--- src/rtl/gps_track_interpolator_macros.svh ---
// Assertion macros shared by the GPS track interpolator RTL.
`ifndef GPS_TRACK_INTERPOLATOR_MACROS_SVH
`define GPS_TRACK_INTERPOLATOR_MACROS_SVH
`ifndef SYNTHESIS
// Check a property on every rising edge outside reset.
`define GTI_ASSERT(lbl, clk, rst_n, prop, msg) \
    lbl: assert property (@(posedge clk) disable iff (!rst_n) (prop)) else $error(msg);
// Check that a condition implies a consequence in the same cycle.
`define GTI_ASSERT_IMPL(lbl, clk, rst_n, ante, cons, msg) \
    lbl: assert property (@(posedge clk) disable iff (!rst_n) (ante) |-> (cons)) \
        else $error(msg);
`else
`define GTI_ASSERT(lbl, clk, rst_n, prop, msg)
`define GTI_ASSERT_IMPL(lbl, clk, rst_n, ante, cons, msg)
`endif
`endif

--- src/rtl/gti_pkg.sv ---
// Shared types, widths and codes for the GPS track interpolator.
package gti_pkg;

    localparam int TRACK_DEPTH_DEF = 1024;

    localparam int TIME_W  = 48;
    localparam int LAT_W   = 31;
    localparam int LNG_W   = 32;
    localparam int HALF_W  = TIME_W / 2;
    localparam int REC_W   = TIME_W + LAT_W + LNG_W;
    localparam int QBITS   = 41;
    localparam int SDATA_W = ((TIME_W + LAT_W + LNG_W + 7) / 8) * 8;
    localparam int MDATA_W = ((LAT_W + LNG_W + 7) / 8) * 8;

    localparam int LAT_LIM = 900000000;
    localparam int LNG_LIM = 1800000000;

    typedef enum logic [1:0] {
        ST_POS     = 2'd0,
        ST_NODATA  = 2'd1,
        ST_STORED  = 2'd2,
        ST_FULL    = 2'd3
    } status_t;

    typedef enum logic {
        REQ_LOAD  = 1'b0,
        REQ_QUERY = 1'b1
    } req_t;

    typedef enum logic [2:0] {
        RA_ZERO,
        RA_LAST,
        RA_CUR,
        RA_CUR1,
        RA_CUR2
    } raddr_sel_t;

    typedef enum logic [2:0] {
        RS_NONE,
        RS_STORED,
        RS_FULL,
        RS_NODATA,
        RS_RD,
        RS_SEG0,
        RS_LANES
    } res_sel_t;

    typedef struct packed {
        logic       capture;
        logic       wr_en;
        res_sel_t   res_sel;
        raddr_sel_t raddr_sel;
        logic       cur_adv;
        logic       load_s0;
        logic       load_s1;
        logic       seg_prep;
        logic       mul_lo;
        logic       mul_hi;
        logic       sum;
        logic       div_init;
        logic       div_step;
        logic       emit;
    } gti_cmd_t;

    typedef struct packed {
        req_t req;
        logic full;
        logic empty;
        logic t_le_rd;
        logic t_ge_rd;
        logic walk_more;
        logic seg_zero;
        logic out_free;
    } gti_stat_t;

endpackage

--- src/rtl/gti_ctrl.sv ---
// Request sequencer for the GPS track interpolator.
module gti_ctrl (
    input  logic                clk,
    input  logic                rst_n,
    input  logic                in_valid,
    output logic                in_ready,
    input  gti_pkg::gti_stat_t  stat,
    output gti_pkg::gti_cmd_t   cmd
);

    localparam int CNTW = $clog2(gti_pkg::QBITS);

    typedef enum logic [3:0] {
        S_IDLE,
        S_DECODE,
        S_FIRST,
        S_LAST,
        S_CUR,
        S_WALK,
        S_SEG,
        S_MULLO,
        S_MULHI,
        S_SUM,
        S_DIVINIT,
        S_DIV,
        S_RESOLVE,
        S_FIN
    } state_t;

    state_t          state_reg;
    state_t          state_next;
    logic [CNTW-1:0] div_cnt_reg;
    logic [CNTW-1:0] div_cnt_next;

    always_comb
    begin
        cmd          = '0;
        state_next   = state_reg;
        div_cnt_next = div_cnt_reg;
        in_ready     = 1'b0;
        case (state_reg)
            S_IDLE:
            begin
                in_ready = 1'b1;
                if (in_valid)
                begin
                    cmd.capture = 1'b1;
                    state_next  = S_DECODE;
                end
            end
            S_DECODE:
            begin
                if (stat.req == gti_pkg::REQ_LOAD)
                begin
                    cmd.wr_en   = !stat.full;
                    cmd.res_sel = stat.full ? gti_pkg::RS_FULL : gti_pkg::RS_STORED;
                    state_next  = S_FIN;
                end
                else if (stat.empty)
                begin
                    cmd.res_sel = gti_pkg::RS_NODATA;
                    state_next  = S_FIN;
                end
                else
                begin
                    cmd.raddr_sel = gti_pkg::RA_ZERO;
                    state_next    = S_FIRST;
                end
            end
            S_FIRST:
            begin
                if (stat.t_le_rd)
                begin
                    cmd.res_sel = gti_pkg::RS_RD;
                    state_next  = S_FIN;
                end
                else
                begin
                    cmd.raddr_sel = gti_pkg::RA_LAST;
                    state_next    = S_LAST;
                end
            end
            S_LAST:
            begin
                if (stat.t_ge_rd)
                begin
                    cmd.res_sel = gti_pkg::RS_RD;
                    state_next  = S_FIN;
                end
                else
                begin
                    cmd.raddr_sel = gti_pkg::RA_CUR;
                    state_next    = S_CUR;
                end
            end
            S_CUR:
            begin
                cmd.load_s0   = 1'b1;
                cmd.raddr_sel = gti_pkg::RA_CUR1;
                state_next    = S_WALK;
            end
            S_WALK:
            begin
                if (stat.walk_more)
                begin
                    cmd.cur_adv   = 1'b1;
                    cmd.load_s0   = 1'b1;
                    cmd.raddr_sel = gti_pkg::RA_CUR2;
                end
                else
                begin
                    cmd.load_s1 = 1'b1;
                    state_next  = S_SEG;
                end
            end
            S_SEG:
            begin
                if (stat.seg_zero)
                begin
                    cmd.res_sel = gti_pkg::RS_SEG0;
                    state_next  = S_FIN;
                end
                else
                begin
                    cmd.seg_prep = 1'b1;
                    state_next   = S_MULLO;
                end
            end
            S_MULLO:
            begin
                cmd.mul_lo = 1'b1;
                state_next = S_MULHI;
            end
            S_MULHI:
            begin
                cmd.mul_hi = 1'b1;
                state_next = S_SUM;
            end
            S_SUM:
            begin
                cmd.sum    = 1'b1;
                state_next = S_DIVINIT;
            end
            S_DIVINIT:
            begin
                cmd.div_init = 1'b1;
                div_cnt_next = '0;
                state_next   = S_DIV;
            end
            S_DIV:
            begin
                cmd.div_step = 1'b1;
                div_cnt_next = div_cnt_reg + CNTW'(1);
                if (div_cnt_reg == CNTW'(gti_pkg::QBITS - 1))
                begin
                    state_next = S_RESOLVE;
                end
            end
            S_RESOLVE:
            begin
                cmd.res_sel = gti_pkg::RS_LANES;
                state_next  = S_FIN;
            end
            S_FIN:
            begin
                if (stat.out_free)
                begin
                    cmd.emit   = 1'b1;
                    state_next = S_IDLE;
                end
            end
            default:
            begin
                state_next = S_IDLE;
            end
        endcase
    end

    always_ff @(posedge clk or negedge rst_n)
    begin
        if (!rst_n)
        begin
            state_reg   <= S_IDLE;
            div_cnt_reg <= '0;
        end
        else
        begin
            state_reg   <= state_next;
            div_cnt_reg <= div_cnt_next;
        end
    end

endmodule

--- config.mk ---
export PLATFORM = sky130hd
export DESIGN_NAME = gti_ctrl
export DESIGN_NICKNAME = d
export VERILOG_FILES = /design/src/rtl/gps_track_interpolator_macros.svh /design/src/rtl/gti_pkg.sv /design/src/rtl/gti_ctrl.sv
export SDC_FILE = /design/constraint.sdc
export NUM_CORES = 1
export LEC_CHECK = 0
export BUFFER_PORTS_ARGS = -buffer_cell sky130_fd_sc_hd__buf_2
export CORE_MARGIN = 8
export CORE_UTILIZATION = 41
export DETAILED_ROUTE_END_ITERATION = 7
export PLACE_DENSITY = 0.67
export SYNTH_ARGS = -nofsm -noshare
export SYNTH_HDL_FRONTEND = slang
export SYNTH_SLANG_ARGS = --single-unit
--- constraint.sdc ---
create_clock -name clk -period 1.97 [get_ports clk]
set_input_delay 0.591 -clock clk [delete_from_list [all_inputs] [get_ports clk]]
set_output_delay 0.591 -clock clk [all_outputs]
set_load 0.01 [all_outputs]
# After elaboration in Yosys (flattened, before gate mapping)
# Index checks and enable logic that the tools add are counted.
# classes
n_reduce_logical,4
eq_ne,18
add_sub_neg,1
muxes,40
# op_table
operator,n
$pmux W4 S14,1
$mux W4,9
$eq A4 B4 Y1 const B,6
$mux W1,18
$eq A4 B3 Y1 const B,4
$pmux W3 S5,1
$pmux W3 S4,1
$pmux W6 S2,1
$mux W3,3
$eq A4 B2 Y1 const B,2
$mux W2,4
$ne A2 B2 Y1 const B,4
$add A6 B1 Y6 const B,1
$eq A6 B6 Y1 const B,1
$mux W5,1
$eq A4 B1 Y1 const B,1
$logic_not A4 Y1,1
$reduce_and A4 Y1,1
$pmux W1 S2,1
$reduce_bool A2 Y1,1
$logic_not A1 Y1,1
# totals
reg_bits,10
out_inout_bits,19

# Depth between registers and ports, before layout
# depth
word_depth,3
ltp_mapped,7
depth_no_buf,6

# Least setup slack after synthesis
# No wires, ideal clock.
# synth_path
path_kind,register to output
start,reg state_reg[2]
end,out cmd[10] (netlist name)
stages_incl_launch_ff,5
setup_slack_ns,0.038
path_buffers,2
t_arrival_ns,1.341
cell_sequence,dfrtp_1 -> buf_6 -> buf_6 -> or3b_1 -> a211oi_1
# synth_rtl
element,line_no,text
from (decl),gti_ctrl.sv:30,state_t state_reg;
from (signal assigned),gti_ctrl.sv:188,state_reg <= state_next;
to (decl),gti_ctrl.sv:8,output gti_pkg::gti_cmd_t cmd

==> flow_summary.json <==
{
  "max_cap_viol_count": 0,
  "route.final.wire_length_um": 3147,
  "vias_per_inst": 5.515,
  "grt.total_usage_pct": 12.26,
  "placedInstanceArea_um2": 1135,
  "grt_pass1_vias": 915,
  "synth_cell_types": 36,
  "grt_antenna_before_repair": 0,
  "synthTopCellsByArea": "dfrtp_1, o21ai_0, buf_6, nor2_1, nand2_1",
  "power_switching_mw": 0.9486,
  "worst_ep_required_time_ns": 1.38,
  "cell_internal_pwr_mw": 1.158,
  "standard_cell_rows": 17,
  "postSynth.asyncResetShare_pct": 100.0,
  "crit_arrival_ns": 1.48,
  "finalCriticalPeriod_ns": 2.068,
  "clk_root_buffer_cell": "clkbuf_4",
  "grt_start_max_net_pins": 15,
  "final_count_of_hold_timing_violations": 0,
  "power.share.sequential_pct": 18.6,
  "yosysWarnings": 0,
  "avgRoutedWirePerCell_um": 15.28,
  "drive_gt1_share_pct": 47.19,
  "cts_max_path_buffers": 2,
  "most-common-layout-cells": "buf_2, buf_4, nand2_1, nor2_1, o21ai_0",
  "run_status": "finished, violations left",
  "clk_pin_slew_ns": 0.06,
  "synth.avg_cell_area_um2": 7.692,
  "combPwrFrac_pct": 75.2,
  "io_buf_count": 29,
  "grt_remaining_overflow": 0,
  "clock.fmax_mhz": 483.7,
  "fp.dieH_um": 63.84,
  "htreeDepth": 1,
  "violations": "setup timing",
  "vdd.ir_drop.worst_uv": 973.6,
  "antennaDiodeCount": 0,
  "fp.coreArea_um2": 2191,
  "layout_worst_path_cycle_share_pct": 104.9,
  "antenna_violating_nets_post_route": 0,
  "design.die.area_um2": 4076,
  "crit_path_max_fanout": 7,
  "rsz0062_at_grt": "true",
  "yosys_most_used_dff": "dfrtp_1",
  "hpwlAfterDp_um": 1955,
  "post-route-cell-area_um2": 1411,
  "hold_path.class": "in -> async",
  "synth-seq-area-share_pct": 26.67,
  "p_sw_share_pct": 45.04,
  "tightest_slew_ns": 0.2696,
  "grt_first_pass_wirelength_um": 4174,
  "power_leakage_nw": 0.7710,
  "nets": 193,
  "worst_setup_path_end_kind": "output port",
  "mappedNetlistNets": 135,
  "die_w_um": 63.84,
  "synth_seq_cells": 10,
  "vias": 1136,
  "post_synth_edffs": 0,
  "largest_reg_flops": 6,
  "remaining_drc_errors": 0,
  "max_slew_margin_pct": 82.03,
  "area_leader_netlist": "dfrtp_1",
  "synth.top_cell.area_share_pct": 26.67,
  "numClockSinks": 10,
  "layout_overhead_on_the_synthesized_area_pct": 50.40,
  "drt-initial-drc-count": 38,
  "gp_routability_congestion": 0.8473,
  "cts_hold_buf": 0,
  "clk_latency_ns": 0.26,
  "clock_power_share_pct": 6.2,
  "tritoncts": "yes",
  "drv_slew": 0,
  "mostFrequentLayoutCell": "buf_2",
  "drt_first_pass_iters": 5,
  "starting_density_pct": 42.83,
  "synth_area_um2": 938.4,
  "hold_ws_ns": 0.1779,
  "power_per_cell_area_nw_per_um2": 1492,
  "setup_skew_after_layout_ns": 0.005091,
  "postLayoutSetupSlackWorst_ns": -0.09750,
  "critPathKind": "reg -> out",
  "syn-instance-count": 122,
  "setup_viol": 7,
  "num_io_pins": 30,
  "cts-buffers-inserted": 3,
  "critPathLaunchType": "flip-flop"
}
worst paths after layout:
kind | from | end | slack, ns | depth (start not counted)
setup / recovery | state_reg[2]$_DFFE_PN0P_ | cmd[15] | -0.1 | 6
hold / removal | rst_n | state_reg[2]$_DFFE_PN0P_ | 0.18 | 1
setup reg to reg | state_reg[0]$_DFFE_PN0P_ | state_reg[2]$_DFFE_PN0P_ | 0.32 | 7
hold reg to reg | div_cnt_reg[2]$_DFFE_PN0P_ | div_cnt_reg[2]$_DFFE_PN0P_ | 0.54 | 1
max in group asynchronous | rst_n | state_reg[0]$_DFFE_PN0P_ | 1.59 | 1
min in group clk | div_cnt_reg[2]$_DFFE_PN0P_ | div_cnt_reg[2]$_DFFE_PN0P_ | 0.54 | 1
synthesized netlist by cell type, drive strengths merged (3+ instances only):
library cell  instances
nor3                  5
inv                   6
buf                   7
nor2                 16
a21o                  3
nand2b                5
nor2b                 3
nand3                 6
nand2                13
and3                  4
o21ai                14
a21oi                 3
dfrtp                10
a22o                  4
final cells by class:
| cell class | instances | area [um2] |
|---|---|---|
| flip-flops and latches | 10 | 254.0 |
| fillers | 180 | 779.5 |
| clock buffers | 3 | 22.52 |
| inverters | 6 | 22.52 |
| multi-input cells | 98 | 655.6 |
| well taps | 28 | 35.03 |
| repair buffers | 61 | 421.7 |
worst max-delay path: stages, from the launching register on:
cell	delay, ns
dfrtp_2	0.46
buf_6	0.14
mux2i_1	0.11
o21ai_1	0.17
nand3_1	0.12
nand2_1	0.08
buf_2	0.13
per-layer routing:
layer | global-route usage (%) | vias to the layer above | wire (um)
met5 | 0 | - | 0
met4 | 1.671 | 0 | 51
met3 | 4.355 | 6 | 234
met2 | 20.70 | 54 | 1560
met1 | 14.89 | 529 | 1301
li1 | - | 547 | -
cell families (layout without fill, tap and decap cells):
family          Yosys count  after routing  share of synthesized area [%]
flops                    10             10                          26.67
mux                       2              2                          2.133
buf+inv                  14             70                          10.27
compound gates           33             33                          22.93
simple gates             61             61                          35.33
fa+ha+maj                 2              2                          2.666
power by group through the flow:
stage / logic, mW / clock network [mW] / registers, mW
final: 1.58 / 0.131 / 0.392
after global routing: 1.67 / 0.147 / 0.403
after CTS: 1.21 / 0.138 / 0.399
after detailed placement: 1.06 / 0 / 0.400
after global placement: 1.05 / 0 / 0.399
after floorplan: 0.865 / 0 / 0.305
through the flow:
| stage | worst slack, ns | setup TNS (ns) | total power [mW] | utilization (%) | instances |
|---|---|---|---|---|---|
| after floorplan | 0.03802 | 0 | 1.171 | - | 122 |
| after global routing | -0.1663 | -1.022 | 2.225 | 64.42 | 206 |
| after detailed placement | -0.03853 | -0.03853 | 1.457 | 51.80 | 183 |
| after global placement | -0.02634 | -0.02634 | 1.445 | 51.80 | 183 |
| after CTS | -0.06748 | -0.3222 | 1.747 | 56.08 | 190 |
| final | -0.09750 | -0.3126 | 2.106 | 64.42 | 206 |
timing repair:
item                                    CTS  global route
cloned                                    0             1
resized for setup                        14            17
pin swaps                                 3             5
endpoints found under the setup margin   17            16
buffers inserted                          4            15
No activity file was read; power rests on OpenSTA's default activity.
